===== src/hdl/lpmr_pkg.sv =====
package lpmr_pkg;

    localparam int RING_BYTES   = 65536;
    localparam int HEADER_BYTES = 8;
    localparam int POS_W        = $clog2(RING_BYTES);
    localparam int SIZE_W       = 17;
    localparam int LEN_W        = 16;
    localparam int CNT_W        = 13;
    localparam int HDR_CNT_W    = $clog2(HEADER_BYTES);
    localparam int SIZE_MIN     = 16;
    localparam int SIZE_MAX     = (RING_BYTES < 65536) ? RING_BYTES : 65536;

    typedef enum logic [1:0] {
        ACT_PUSH_START = 2'd0,
        ACT_PUSH_BYTE  = 2'd1,
        ACT_POP_BYTE   = 2'd2,
        ACT_UNUSED     = 2'd3
    } action_t;

    typedef enum logic [1:0] {
        ST_OK    = 2'd0,
        ST_FULL  = 2'd1,
        ST_EMPTY = 2'd2,
        ST_BAD   = 2'd3
    } status_t;

    // Commands from the controller to the datapath.
    typedef struct packed {
        logic    latch_in;
        logic    set_status;
        status_t status;
        logic    wr_hdr;
        logic    wr_body;
        logic    start_rd;
        logic    adv_cursor;
        logic    cap_lo;
        logic    cap_hi;
        logic    body_step;
        logic    cap_body;
        logic    pop_end;
        logic    load_out;
    } lpmr_cmd_t;

    // Status from the datapath to the controller.
    typedef struct packed {
        action_t act;
        logic    push_open;
        logic    full;
        logic    empty;
        logic    pop_open;
        logic    pop_left_zero;
        logic    hdr_done;
        logic    out_free;
    } lpmr_stat_t;

    function automatic logic [POS_W-1:0] wrap_inc(input logic [POS_W-1:0] pos,
                                                 input logic [SIZE_W-1:0] size);
        logic [SIZE_W-1:0] sum;
        sum = {1'b0, pos} + SIZE_W'(1);
        wrap_inc = (sum == size) ? '0 : sum[POS_W-1:0];
    endfunction

    function automatic logic [POS_W-1:0] wrap_add_hdr(input logic [POS_W-1:0] pos,
                                                     input logic [SIZE_W-1:0] size);
        logic [SIZE_W-1:0] sum;
        logic [SIZE_W-1:0] dif;
        sum = {1'b0, pos} + SIZE_W'(HEADER_BYTES);
        dif = sum - size;
        wrap_add_hdr = (sum >= size) ? dif[POS_W-1:0] : sum[POS_W-1:0];
    endfunction

    function automatic logic [SIZE_W-1:0] clamp_size(input logic [SIZE_W-1:0] v);
        if (v < SIZE_W'(SIZE_MIN)) begin
            clamp_size = SIZE_W'(SIZE_MIN);
        end else if (v > SIZE_W'(SIZE_MAX)) begin
            clamp_size = SIZE_W'(SIZE_MAX);
        end else begin
            clamp_size = v;
        end
    endfunction

endpackage


===== src/hdl/lpmr_ctrl.sv =====
module lpmr_ctrl (
    input  logic                clk,
    input  logic                rst_n,
    input  logic                in_valid,
    output logic                in_ready,
    input  lpmr_pkg::lpmr_stat_t stat,
    output lpmr_pkg::lpmr_cmd_t  cmd
);

    typedef enum logic [9:0] {
        S_IDLE  = 10'b00_0000_0001,
        S_DEC   = 10'b00_0000_0010,
        S_HWR   = 10'b00_0000_0100,
        S_HRD0  = 10'b00_0000_1000,
        S_HRD1  = 10'b00_0001_0000,
        S_HRD2  = 10'b00_0010_0000,
        S_BCHK  = 10'b00_0100_0000,
        S_BWAIT = 10'b00_1000_0000,
        S_PEND  = 10'b01_0000_0000,
        S_RESP  = 10'b10_0000_0000
    } state_t;

    state_t state_reg;
    state_t state_next;

    always_ff @(posedge clk or negedge rst_n) begin
        if (!rst_n) begin
            state_reg <= S_IDLE;
        end else begin
            state_reg <= state_next;
        end
    end

    assign in_ready = (state_reg == S_IDLE);

    always_comb begin
        state_next = state_reg;
        cmd        = '0;
        cmd.status = lpmr_pkg::ST_OK;
        unique case (state_reg)
            S_IDLE: begin
                if (in_valid) begin
                    cmd.latch_in = 1'b1;
                    state_next   = S_DEC;
                end
            end
            S_DEC: begin
                unique case (stat.act)
                    lpmr_pkg::ACT_PUSH_START: begin
                        if (stat.push_open) begin
                            cmd.set_status = 1'b1;
                            cmd.status     = lpmr_pkg::ST_BAD;
                            state_next     = S_RESP;
                        end else if (stat.full) begin
                            cmd.set_status = 1'b1;
                            cmd.status     = lpmr_pkg::ST_FULL;
                            state_next     = S_RESP;
                        end else begin
                            state_next = S_HWR;
                        end
                    end
                    lpmr_pkg::ACT_PUSH_BYTE: begin
                        if (!stat.push_open) begin
                            cmd.set_status = 1'b1;
                            cmd.status     = lpmr_pkg::ST_BAD;
                        end else begin
                            cmd.wr_body = 1'b1;
                        end
                        state_next = S_RESP;
                    end
                    lpmr_pkg::ACT_POP_BYTE: begin
                        if (stat.empty) begin
                            cmd.set_status = 1'b1;
                            cmd.status     = lpmr_pkg::ST_EMPTY;
                            state_next     = S_RESP;
                        end else if (stat.pop_open) begin
                            state_next = S_BCHK;
                        end else begin
                            cmd.start_rd = 1'b1;
                            state_next   = S_HRD0;
                        end
                    end
                    default: begin
                        cmd.set_status = 1'b1;
                        cmd.status     = lpmr_pkg::ST_BAD;
                        state_next     = S_RESP;
                    end
                endcase
            end
            S_HWR: begin
                cmd.wr_hdr = 1'b1;
                if (stat.hdr_done) begin
                    state_next = S_RESP;
                end
            end
            S_HRD0: begin
                cmd.adv_cursor = 1'b1;
                state_next     = S_HRD1;
            end
            S_HRD1: begin
                cmd.cap_lo = 1'b1;
                state_next = S_HRD2;
            end
            S_HRD2: begin
                cmd.cap_hi = 1'b1;
                state_next = S_BCHK;
            end
            S_BCHK: begin
                cmd.body_step = 1'b1;
                state_next    = stat.pop_left_zero ? S_PEND : S_BWAIT;
            end
            S_BWAIT: begin
                cmd.cap_body = 1'b1;
                state_next   = stat.pop_left_zero ? S_PEND : S_RESP;
            end
            S_PEND: begin
                cmd.pop_end = 1'b1;
                state_next  = S_RESP;
            end
            S_RESP: begin
                if (stat.out_free) begin
                    cmd.load_out = 1'b1;
                    state_next   = S_IDLE;
                end
            end
            default: begin
                state_next = S_IDLE;
            end
        endcase
    end

endmodule


===== config.mk =====
export PLATFORM = sky130hd
export DESIGN_NAME = lpmr_ctrl
export DESIGN_NICKNAME = d
export VERILOG_FILES = /design/src/hdl/lpmr_pkg.sv /design/src/hdl/lpmr_ctrl.sv
export SDC_FILE = /design/constraint.sdc
export NUM_CORES = 1
export LEC_CHECK = 0
export BUFFER_PORTS_ARGS = -buffer_cell sky130_fd_sc_hd__buf_2
export CAP_MARGIN = 20
export CELL_PAD_IN_SITES_DETAIL_PLACEMENT = 0
export CELL_PAD_IN_SITES_GLOBAL_PLACEMENT = 1
export CORE_UTILIZATION = 30
export CTS_CLUSTER_DIAMETER = 120
export DETAILED_ROUTE_END_ITERATION = 16
export HOLD_SLACK_MARGIN = 0.06
export PLACE_DENSITY_LB_ADDON = 0.1
export SYNTH_ARGS = -nofsm -noshare
export SYNTH_HDL_FRONTEND = slang
export SYNTH_SLANG_ARGS = --single-unit
export TNS_END_PERCENT = 50

===== constraint.sdc =====
create_clock -name clk -period 3.1 [get_ports clk]
set_input_delay 0.31 -clock clk [delete_from_list [all_inputs] [get_ports clk]]
set_output_delay 0.31 -clock clk [all_outputs]
set_load 0.05 [all_outputs]

==> key figures <==
Run status
  – Outcome: finished, final reports clean

STA
  – Setup_tns: 0 ns
  – Tmin final: 2.49 ns
  – Worst-Margin Slew: 0.541 ns
  – Setup ws final: 0.608 ns
  – Final period util: 0.804
  – # setup viols final: 0
  – Worst Hold Margin: 0.195 ns
  – FMAX: 0.401 GHz
  – RSZ-0062 raised after global routing: no
  – Final Hold Vio Count: 0
  – Normalized max-slew margin: 0.636
  – Clock skew: 0.00149 ns
  – Slew Viols, Final: 0

Synthesis
  – XOR/XNOR Fraction of Synth Area: 0.0231
  – Largest family of logic cells by synthesized area: simple AND/OR/NAND/NOR gates
  – FF+latch count, synth: 10
  – Synth Area in Simple Gates: 0.450
  – Avg Synthesized Cell Area: 7.99 sq um
  – Sequential element share of the synthesized area: 0.331
  – Mapped Cells: 95
  – Synth Warn #: 0
  – Syn Nets: 107
  – Post-synth EDFFs: 0
  – Synth Area in Compound Gates: 0.150
  – Netlist cell types: 40
  – Post-Synth Adder-Cell Area: 0
  – Top FF cell, synth: dfrtp_1
  – Async SR Flop Fraction: 1.00
  – Post-synthesis instance area: 759 sq um
  – Post-synthesis mux area share: 0

Die
  – Initial Utilization: 0.331
  – Die height: 52.3 um
  – Width of the die: 52.3 um
  – Die area: 2740 sq um
  – CORE AREA: 2300 sq um
  – I/O Pins: 27
  – Row cnt: 17

GRT
  – First-pass GRT wire length: 3160 um
  – Vias in the first global route: 683
  – Grt ovf: 0
  – Largest net degree at the start of global routing: 11
  – GRT Overall Usage: 0.161
  – Initial antenna violation count: 0

Setup path
  – Startpoint types: flip-flop
  – Reg2reg path depth: 4
  – Crit Reg-Reg Startpoint: state_reg[3]
  – Req. time, crit path: 2.79 ns
  – Crit-path max FO: 10
  – Worst Setup End Kind: output port
  – Crit path DAT: 2.18 ns
  – Setup Crit Path Kind: reg -> out
  – R2r endpoint: state_reg[7]
  – Worst R2R Setup Slack: 1.34 ns

Pwr
  – Combinational Power Share: 0.505
  – Peak supply drop: 0.319 mV
  – Pwr Total: 0.577 mW
  – Switching power: 0.275 mW
  – Switching fraction of total power: 0.477
  – Int Pwr: 0.301 mW
  – Seq pwr share: 0.324
  – Pwr per Cell Area: 613 nW/um^2
  – Clk network pwr share: 0.171
  – Leak pwr: 0.487 nW

Min path
  – Hold path depth: 2
  – Hold Startpoint: in_valid
  – Min-Delay Path Class: in -> reg
  – Worst hold path endpoint: state_reg[0]

Clocking
  – CTS Hold Bufs: 1
  – Clock latency on the worst-skew pair: 0.27 ns
  – Clock Sinks: 10
  – Setup bufs post-CTS: 0
  – Clk pin slew, worst setup/hold paths: 0.07 ns
  – H-tree level count: 1
  – CTS Buffer Depth: 2
  – Clock buffer count from CTS: 3
  – CTS tree: yes
  – CTS root buffer: clkbuf_4
  – CTS resizes: 0

Placement
  – Post-Place Worst Slack: 0.902 ns
  – Port bufs: 26
  – Routability cong.: 0.797
  – Post-DP HPWL: 1410 um

Detailed routing
  – DR iter-0 viols: 11
  – Remaining antenna violation count: 0
  – # DRC: 0
  – Routed wire length: 1830 um
  – Via count: 772
  – Via density: 5.18
  – DR WL/cell: 12.3 um
  – Detailed Routing Iterations Pass 1: 4

Layout
  – Area grow syn2layout: 23.9%
  – Final nets: 134
  – Max reg flops: 10
  – Diode count: 0
  – FILL cells: 245
  – Util after Layout: 0.410
  – Layout cells sized above 1: 0.289

Flow run
  – Max cap viols: 0
Yosys cell counts, types with 2 or more instances:
master     n  area [sq um]
nor2_1    16          60.1
dfrtp_1    9           225
and2_1     6          37.5
nor3_1     5          25.0
clkbuf_1   4          15.0
inv_1      4          15.0
nand2_1    4          15.0
nor4_1     4          25.0
o21ai_0    4          20.0
nor2b_1    3          18.8
a21oi_1    2          10.0
and4b_1    2          20.0
nand2b_1   2          12.5
nand3b_1   2          15.0
nand4_1    2          12.5
xor2_1     2          17.5
through the flow:
step	cell area, sq um	std cells
5_1_grt	941	149
3_5_place_dp	905	144
6_report	941	149
2_1_floorplan	759	95
3_3_place_gp	905	144
4_1_cts	941	149
cell usage in the layout (no fill, tap or decap), drive strengths merged, types with 2 or more instances in the layout:
| cell type | instances |
|---|---|
| buf | 26 |
| nand2b | 2 |
| inv | 4 |
| nor3b | 2 |
| o21ai | 4 |
| or3 | 2 |
| nand4 | 2 |
| nor4 | 4 |
| nor2b | 3 |
| nor3 | 5 |
| and2 | 6 |
| and4b | 2 |
| clkbuf | 4 |
| nand2 | 4 |
| xor2 | 2 |
| dfrtp | 9 |
| nand3b | 2 |
| nor2 | 16 |
| a21oi | 2 |
power groups by stage:
| stage | clock, mW | sequential (mW) | combinational (mW) |
|---|---|---|---|
| 2_1_floorplan | 0 | 0.161 | 0.254 |
| 3_3_place_gp | 0 | 0.189 | 0.295 |
| 3_5_place_dp | 0 | 0.188 | 0.293 |
| 4_1_cts | 0.105 | 0.185 | 0.295 |
| 5_1_grt | 0.108 | 0.191 | 0.322 |
| 6_report | 0.0987 | 0.187 | 0.291 |
cell type report:
cell class | instances | area [sq um] | share of cell area
clock buffer | 4 | 26.3 | 0.0279
sequential | 10 | 251 | 0.267
inverter | 4 | 15.0 | 0.0160
multi-input combinational | 76 | 473 | 0.503
tap | 28 | 35.0 | 0.0372
timing repair buffer | 27 | 140 | 0.149
cells by family (layout without fill, tap and decap cells):
logic type,count (synthesis),in the layout
and+or+nand+nor,58,58
AOI/OAI and AO/OA,16,16
DFF,10,10
buffers and inverters,9,35
xor gates and xnor gates,2,2
critical path, stage by stage (launching register included):
cell and delay [ns]:
dfrtp_1 0.48, or3_1 0.45, nor4b_1 0.46, and4b_1 0.26, buf_2 0.26
routing by layer:
layer,share of wire,vias to the layer above,GRT usage
li1,-,398,-
met1,0.49,356,0.220
met2,0.46,16,0.228
met3,0.039,2,0.0261
met4,0.0093,0,0.105
met5,0,-,0
how the worst max path moves through the flow:
stage / startpoint / cells after the start / end / slack [ns]
floorplan: state_reg[7] / 4 / cmd[7] / 0.18
global placement: state_reg[8] / 4 / cmd[0] / 0.90
detailed placement: state_reg[8] / 4 / cmd[0] / 0.90
CTS: state_reg[8] / 4 / cmd[0] / 0.57
global route: state_reg[7] / 4 / cmd[0] / 0.42
finish: state_reg[8] / 4 / cmd[0] / 0.61
No activity file was read; power rests on OpenSTA's default activity.
